File: config.mk
export PLATFORM = sky130hd
export DESIGN_NAME = imucf_queue
export DESIGN_NICKNAME = d
export VERILOG_FILES = /design/src/rtl/imucf_pkg.sv /design/src/rtl/imucf_queue.sv
export SDC_FILE = /design/constraint.sdc
export NUM_CORES = 1
export LEC_CHECK = 0
export BUFFER_PORTS_ARGS = -buffer_cell sky130_fd_sc_hd__buf_2
export CAP_MARGIN = 20
export CORE_ASPECT_RATIO = 1.4
export CORE_MARGIN = 2
export CORE_UTILIZATION = 47
export CTS_CLUSTER_DIAMETER = 30
export DETAILED_ROUTE_END_ITERATION = 12
export PLACE_DENSITY_LB_ADDON = 0.2
export RECOVER_POWER = 25
export SYNTH_ARGS = -nofsm -noshare
export SYNTH_HDL_FRONTEND = slang
export SYNTH_SLANG_ARGS = --single-unit
File: constraint.sdc
create_clock -name clk -period 12.8 [get_ports clk]
set_input_delay 1.28 -clock clk [delete_from_list [all_inputs] [get_ports clk]]
set_output_delay 1.28 -clock clk [all_outputs]
set_load 0.02 [all_outputs]
File: src/rtl/imucf_pkg.sv
// Package with constants, types and tables for the complementary filter.
package imucf_pkg;
  localparam int unsigned GainOne = 65536;
  localparam int unsigned CordicSteps = 24;
  localparam int unsigned QueueDepthDefault = 2;
  localparam logic signed [35:0] PiQ24 = 36'sd52707179;

  typedef struct packed {
    logic               ok;
    logic signed [31:0] rate_x;
    logic signed [31:0] rate_y;
    logic signed [31:0] rate_z;
    logic signed [31:0] accel_x;
    logic signed [31:0] accel_y;
    logic signed [31:0] accel_z;
    logic        [23:0] dt;
    logic        [31:0] index;
  } sample_t;

  function automatic logic [23:0] atan_entry(input logic [4:0] i);
    logic [23:0] r;
    begin
      case (i)
        5'd0: r = 24'd13176795;
        5'd1: r = 24'd7778716;
        5'd2: r = 24'd4110060;
        5'd3: r = 24'd2086331;
        5'd4: r = 24'd1047214;
        5'd5: r = 24'd524117;
        5'd6: r = 24'd262123;
        5'd7: r = 24'd131069;
        default: r = 24'd1 << (5'd24 - i);
      endcase
      return r;
    end
  endfunction

  function automatic logic signed [31:0] sat32(input logic signed [63:0] v);
    begin
      if (v > 64'sd2147483647) return 32'sh7fffffff;
      if (v < -64'sd2147483648) return 32'sh80000000;
      return v[31:0];
    end
  endfunction
endpackage

File: src/rtl/imucf_queue.sv
// Small queue of accepted samples between the input ports and the back part.
module imucf_queue import imucf_pkg::*; #(
  parameter int unsigned Depth = QueueDepthDefault
) (
  input  logic    clk,
  input  logic    rst,
  input  logic    wr_en,
  input  sample_t wr_data,
  output logic    full,
  input  logic    rd_en,
  output sample_t rd_data,
  output logic    empty
);
  localparam int unsigned AW = (Depth > 1) ? $clog2(Depth) : 1;
  sample_t mem [Depth];
  logic [AW-1:0] wr_ptr;
  logic [AW-1:0] rd_ptr;
  logic [AW:0] count;

  assign full = (count == (AW+1)'(Depth));
  assign empty = (count == '0);
  assign rd_data = mem[rd_ptr];

  always_ff @(posedge clk) begin
    if (wr_en && !full) mem[wr_ptr] <= wr_data;
  end

  always_ff @(posedge clk) begin
    if (rst) begin
      wr_ptr <= '0;
      rd_ptr <= '0;
      count <= '0;
    end else begin
      if (wr_en && !full)
        wr_ptr <= (wr_ptr == AW'(Depth - 1)) ? '0 : wr_ptr + 1'b1;
      if (rd_en && !empty)
        rd_ptr <= (rd_ptr == AW'(Depth - 1)) ? '0 : rd_ptr + 1'b1;
      count <= count + (AW+1)'(wr_en && !full) - (AW+1)'(rd_en && !empty);
    end
  end
endmodule

==> summary.md, run 1 <==
| Metric | Value |
|---|---|
| RSZ-0062 raised after global routing | no |
| Synth Area in XOR/XNOR | 0.000920 |
| Placer Congestion | about 0.77 |
| Fin. max-slew vios | 0 |
| Num CTS Buffers | 75 |
| GRT Residual Overflow | 0 |
| Relative slew margins | 0.226 |
| Simple-Gate Fraction of Synth Area | 0.00302 |
| Synth-to-layout area growth | 29.6% |
| R2R cell count | 4 |
| Synth Instances | 802 |
| Minimum clock period | 4440 ps |
| Drt wl/cell | 19.8 µm |
| Die Span Y | approximately 240 µm |
| Largest family of logic cells by synthesized area | multiplexers |
| Top Family by Delay on Critical Path | buffers and inverters |
| CP Capture Type | primary output |
| VDD IR max | 0.190 mV |
| Synthesized area | 19,000 µm² |
| Register area share after synthesis | 0.790 |
| Max Cap Viol | 0 |
| Commonest non-fill, non-tap cell in the layout | edfxtp_1 |
| Synth Area in Compound Gates | 0.000920 |
| Post-Synth Adder-Cell Area | 0.00131 |
| Largest net degree at the start of global routing | about 140 |
| Post-CTS resize count | 0 |
| Period utilization | 0.347 |
| Antenna violations before repair | 17 |
| Final nets | 1,618 |
| Place WS | 8720 ps |
| Synth warn | 0 |
| First-pass GRT wire length | ~57,000 µm |
| Setup Skew | 13.5 ps |
| Status | completed |
| Vias in the first global route | roughly 10,000 |
| Hold depth | 2 |
| Post-CTS Setup Bufs | 0 |
| Clock Pin Slew Worst Setup and Hold Paths | 50 ps |
| Share of cells above drive strength 1 | 0.592 |
| Mux share of post-synthesis cell area | 0.187 |
| WP data required | 11,520 ps |
| P_leak | 9.56 nW |
| PwrDens | 236 nW/µm² |
| Final hold violations | 0 |
| Post-Layout Cell Count | 1,973 |
| Fmax | 225 MHz |
| Highest cell delay on the worst timing path | slightly below 1000 ps |
| Initial DRT Pass Iterations | 4 |
| DRC | 0 |
| Hpwl dp | ~26,000 µm |
| Clk_lat worst skew | 570 ps |
| Worst path cell trace | buf_4 -> mux2_2 -> buf_2 |
| Mapped Nets | around 1,100 |
| WP depth | 3 |
| R2r setup slk | just under 10,000 ps |
| Yosys reg bits | 503 |
| Die footprint | 42,200 µm² |
| Crit Path Category | reg -> out |
| HP Class | reg -> reg |
| Root Driver | clkbuf_16 |
| CTS max path bufs | 3 |
| Initial Utilization | 0.474 |
| Post-route ant nets | 0 |
| Mapped Avg Cell Area | 23.7 µm² |
| GRT Overall Usage | 0.181 |
| Critical path startpoint category | flip-flop |
| Tot Pwr | 5.83 mW |
| Distinct cells, synth | 21 |
| Routed WL | approximately 40,000 µm |
| Row cnt | 87 |
| Worst-path fanout max | 56 |
| H-tree depth | 3 |
| Post-Place Cells | 1,819 |
| Most frequent cells in the layout | 498 x edfxtp_1, 455 x buf_2, 202 x mux2_4 |
| Slowest cell on crit path | dfxtp_4 |
| Vias per inst | 4.82 |
| Final WS setup | 8360 ps |
| Reg-to-Reg End | mem[1][170] |
| Crit path buf inv count | 2 |
| Worst r2r src | count[0] |
| Worst Path Arrival | 3160 ps |
| Via count | 9,507 |
| Number of I/O port buffers | between 500 and 600 |
| CTS tree | done |
| Setup TNS | 0 ps |
| Endpoints failing setup | 0 |
| Die width | 174 µm |
| Core area | 40,200 µm² |
| Clock sink total | 503 |
| # hold bufs at CTS | 0 |
| Hold Path Origin | rd_ptr |
| Slew @ Worst Pin | 1160 ps |
| Starting DRC count in detailed routing | 420 |
| Io pins | between 500 and 600 |
-- power by group --
part | switching (mW) | internal (mW)
Clock | 0.760 | 1.33
Sequential | 0.0866 | 2.10
Combinational | 0.876 | 0.676
Total | 1.72 | 4.10
-- metrics by stage --
step / hold WS, ps / instance area, µm² / utilization
after floorplan: 452 / 19000 / -
after global placement: 489 / 22000 / 0.548
after detailed placement: 497 / 22000 / 0.549
after CTS: 513 / 24700 / 0.615
after global routing: 555 / 24700 / 0.614
final: 513 / 24700 / 0.615
-- worst min-delay path, delay by kind of cell (launching register included) --
family | cells | cell delay, ps
flops | 1 | 320
xor+xnor | 1 | 80
simple gates | 1 | 70
-- cell families (layout without fill, tap and decap cells) --
kind of cell / Yosys count / after routing
and+or+nand+nor: 11 / 11
xor gates and xnor gates: 2 / 2
muxes: 249 / 249
DFF: 503 / 503
adders and majority gates: 2 / 2
other: 0 / 13
AOI/OAI and AO/OA: 3 / 3
buffers and inverters: 32 / 656
-- flip-flops by register name (all words and copies together), names as in the netlist, named ones only --
register  cells
wr_ptr        1
rd_ptr        1
count         2
mem         498
-- area by class of cell --
type	count	area [µm²]
Clock buffer	80	1900
Antenna cell	13	32.5
Timing Repair Buffer	512	2580
Fill cell	2927	15500
Clock inverter	60	744
Multi-Input combinational cell	267	3680
Sequential cell	503	15100
Inverter	4	22.5
Tap cell	534	668
-- synthesized netlist by cell type (all sizes together) --
master | number | share of area
edfxtp | 498 | 0.79
mux2 | 249 | 0.19
buf | 28 | 0.016
dfxtp | 5 | 0.0053
inv | 4 | 0.00079
nor2 | 4 | 0.00079
ha | 2 | 0.0013
a21oi | 1 | 0.00026
and2 | 1 | 0.00033
and3 | 1 | 0.00033
nand2 | 1 | 0.00020
nand2b | 1 | 0.00046
nor2b | 1 | 0.00033
nor3 | 1 | 0.00026
o21a | 1 | 0.00039
o21ai | 1 | 0.00026
or3 | 1 | 0.00033
xnor2 | 1 | 0.00046
xor2 | 1 | 0.00046
-- worst max-delay path by stage --
stage,start,end,slack [ps]
global route,flip-flop,rd_data[23],8180
finish,flip-flop,rd_data[231],8360
floorplan,wr_en,mem[1][0],5150
global placement,wr_en,mem[1][169],8700
CTS,flip-flop,rd_data[231],8310
detailed placement,wr_en,mem[1][174],8720
-- layer usage --
metal  track usage  up-vias  share of wire
met2         0.321      370           0.54
met4         0.107       10          0.043
li1              -     4374              -
met3        0.0623       81          0.079
met5             0        -         0.0016
met1         0.183     4672           0.34
Power figures use the tool's default switching activity.
==> run 2: changes to the inputs <==
==> constraint.sdc (replaced) <==
create_clock -name clk -period 3.6 [get_ports clk]
set_input_delay 0.36 -clock clk [delete_from_list [all_inputs] [get_ports clk]]
set_output_delay 0.36 -clock clk [all_outputs]
set_load 0.02 [all_outputs]
==> summary.md, run 2 (synthesis gave the netlist of run 1 again) <==
| Metric | Value |
|---|---|
| Biggest register | mem |
| Largest net degree at the start of global routing | 98 |
| Period utilization | 0.760 |
| Initial DRT Pass Iterations | 4 |
| Hold depth | 4 |
| P_leak | 10.5 nW |
| RSZ-0062 raised after global routing | no |
| Final hold violations | 0 |
| Placement Cell Area | ~22,000 µm² |
| Row cnt | 87 |
| PwrDens | 776 nW/µm² |
| Initial Utilization | 0.474 |
| Vias per inst | 4.78 |
| Worst Path Arrival | 2380 ps |
| Highest cell delay on the worst timing path | 910 ps |
| Clock Pin Slew Worst Setup and Hold Paths | 40 ps |
| Reg-to-Reg End | mem[0][82] |
| Routed WL | ~43,000 µm |
| CP Capture Type | primary output |
| Hold Path Origin | wr_en |
| Tot Pwr | 21.2 mW |
| Num CTS Buffers | 78 |
| GRT Residual Overflow | 0 |
| GRT Overall Usage | 0.205 |
| Die width | approximately 170 µm |
| Antenna violations before repair | 11 |
| Final nets | 1,882 |
| Clk_lat worst skew | 580 ps |
| CTS tree | done |
| HP Class | in -> reg |
| Number of I/O port buffers | between 500 and 600 |
| Starting DRC count in detailed routing | between 500 and 600 |
| Root Driver | clkbuf_16 |
| Vias in the first global route | ~12,000 |
| Relative slew margins | 0.434 |
| Die Span Y | 242 µm |
| Share of cells above drive strength 1 | 0.477 |
| Slowest cell on crit path | dfxtp_4 |
| Commonest non-fill, non-tap cell in the layout | edfxtp_1 |
| Met2 routed WL | 23,800 µm |
| Placer Congestion | 0.771 |
| Hold Path End | wr_ptr |
| Die footprint | 42,200 µm² |
| Minimum clock period | 2740 ps |
| Worst-path fanout max | 38 |
| Largest registers | mem: 498 flops, count: 2 flops |
| Max Cap Viol | 0 |
| Most frequent cells in the layout | 498 x edfxtp_1, 394 x buf_2, 250 x dlygate4sd3_1 |
| Design area | approximately 27,000 µm² |
| Crit Path Category | reg -> out |
| Post-route ant nets | 0 |
| Max reg flops | 498 |
| Clock sink total | just over 500 |
| Io pins | 504 |
| WP data required | roughly 3200 ps |
| R2R cell count | 5 |
| R2r setup slk | 1470 ps |
| Worst r2r src | count[0] |
| DRC | 0 |
| Setup Skew | around 11 ps |
| Final hold slack | 199 ps |
| First-pass GRT wire length | 65,200 µm |
| Length of routed met3 wiring | 2880 µm |
| Critical path startpoint category | flip-flop |
| Hpwl dp | ~28,000 µm |
| CTS max path bufs | 3 |
| Status | completed |
| VDD IR max | between 0.5 and 0.6 mV |
| Synth-to-layout area growth | 43.5% |
| Via count | 10,700 |
| Worst path cell trace | buf_4 -> mux2_2 -> buf_2 |
| Top Metal Used | met5 |
| Fmax | 365 MHz |
| H-tree depth | 3 |
| Drt wl/cell | between 15 and 20 µm |
| Fin. max-slew vios | 0 |
| Slew @ Worst Pin | 850 ps |
| M1 WL | 15,000 µm |
| Core area | 40,200 µm² |
| Endpoints failing setup | 0 |
-- run 2: what timing repair did --
item / 4_1_cts / 5_1_grt
hold buffers: 249 / 1
hold endpoints to repair: 497 / 2
gates resized for setup: 0 / 0
setup buffers: 0 / 0
-- run 2: how the worst max path moves through the flow --
stage,startpoint,slack [ps],endpoint,depth (start not counted)
2_1_floorplan,count[0],-1180,mem[0][0],4
3_3_place_gp,flip-flop,1430,rd_data[225],3
3_5_place_dp,flip-flop,1410,rd_data[10],3
4_1_cts,flip-flop,800,rd_data[10],3
5_1_grt,flip-flop,750,rd_data[7],3
6_report,flip-flop,860,rd_data[10],3
-- run 2: layer usage --
layer	up-vias	GRT usage
met5	-	0
met4	12	0.0887
met2	394	0.382
met3	113	0.0648
li1	4894	-
met1	5247	0.207
-- run 2: cell type report --
cell class | instances | area, µm²
Timing Repair Buffer | 773 | 5190
Tap cell | 534 | 668
Inverter | 4 | 21.3
Antenna cell | 5 | 12.5
Clock inverter | 55 | 631
Fill cell | 2664 | 12800
Multi-Input combinational cell | 267 | 3690
Clock buffer | 87 | 2050
Sequential cell | 503 | 15100
-- run 2: through the flow --
stage	util	instances	setup WS [ps]	setup TNS (ps)
finish	0.680	2228	863	0
global route	0.680	2226	749	0
CTS	0.683	2222	805	0
detailed placement	0.554	1831	1410	0
global placement	0.554	1831	1430	0
floorplan	-	802	-1180	-383550
-- run 2: critical path: cells and delay by family, from the launching register on --
kind	cells	cell delay, ps
buffers and inverters	2	510
muxes	1	370
DFF	1	910
-- run 2: report_power, final --
part           leakage (nW)  internal [mW]  total [mW]  switching (mW)
registers              4.69           7.47        7.79           0.312
clock network          1.27           4.86        7.51            2.65
logic                  4.57           2.64        5.90            3.26
total                  10.5           15.0        21.2            6.22
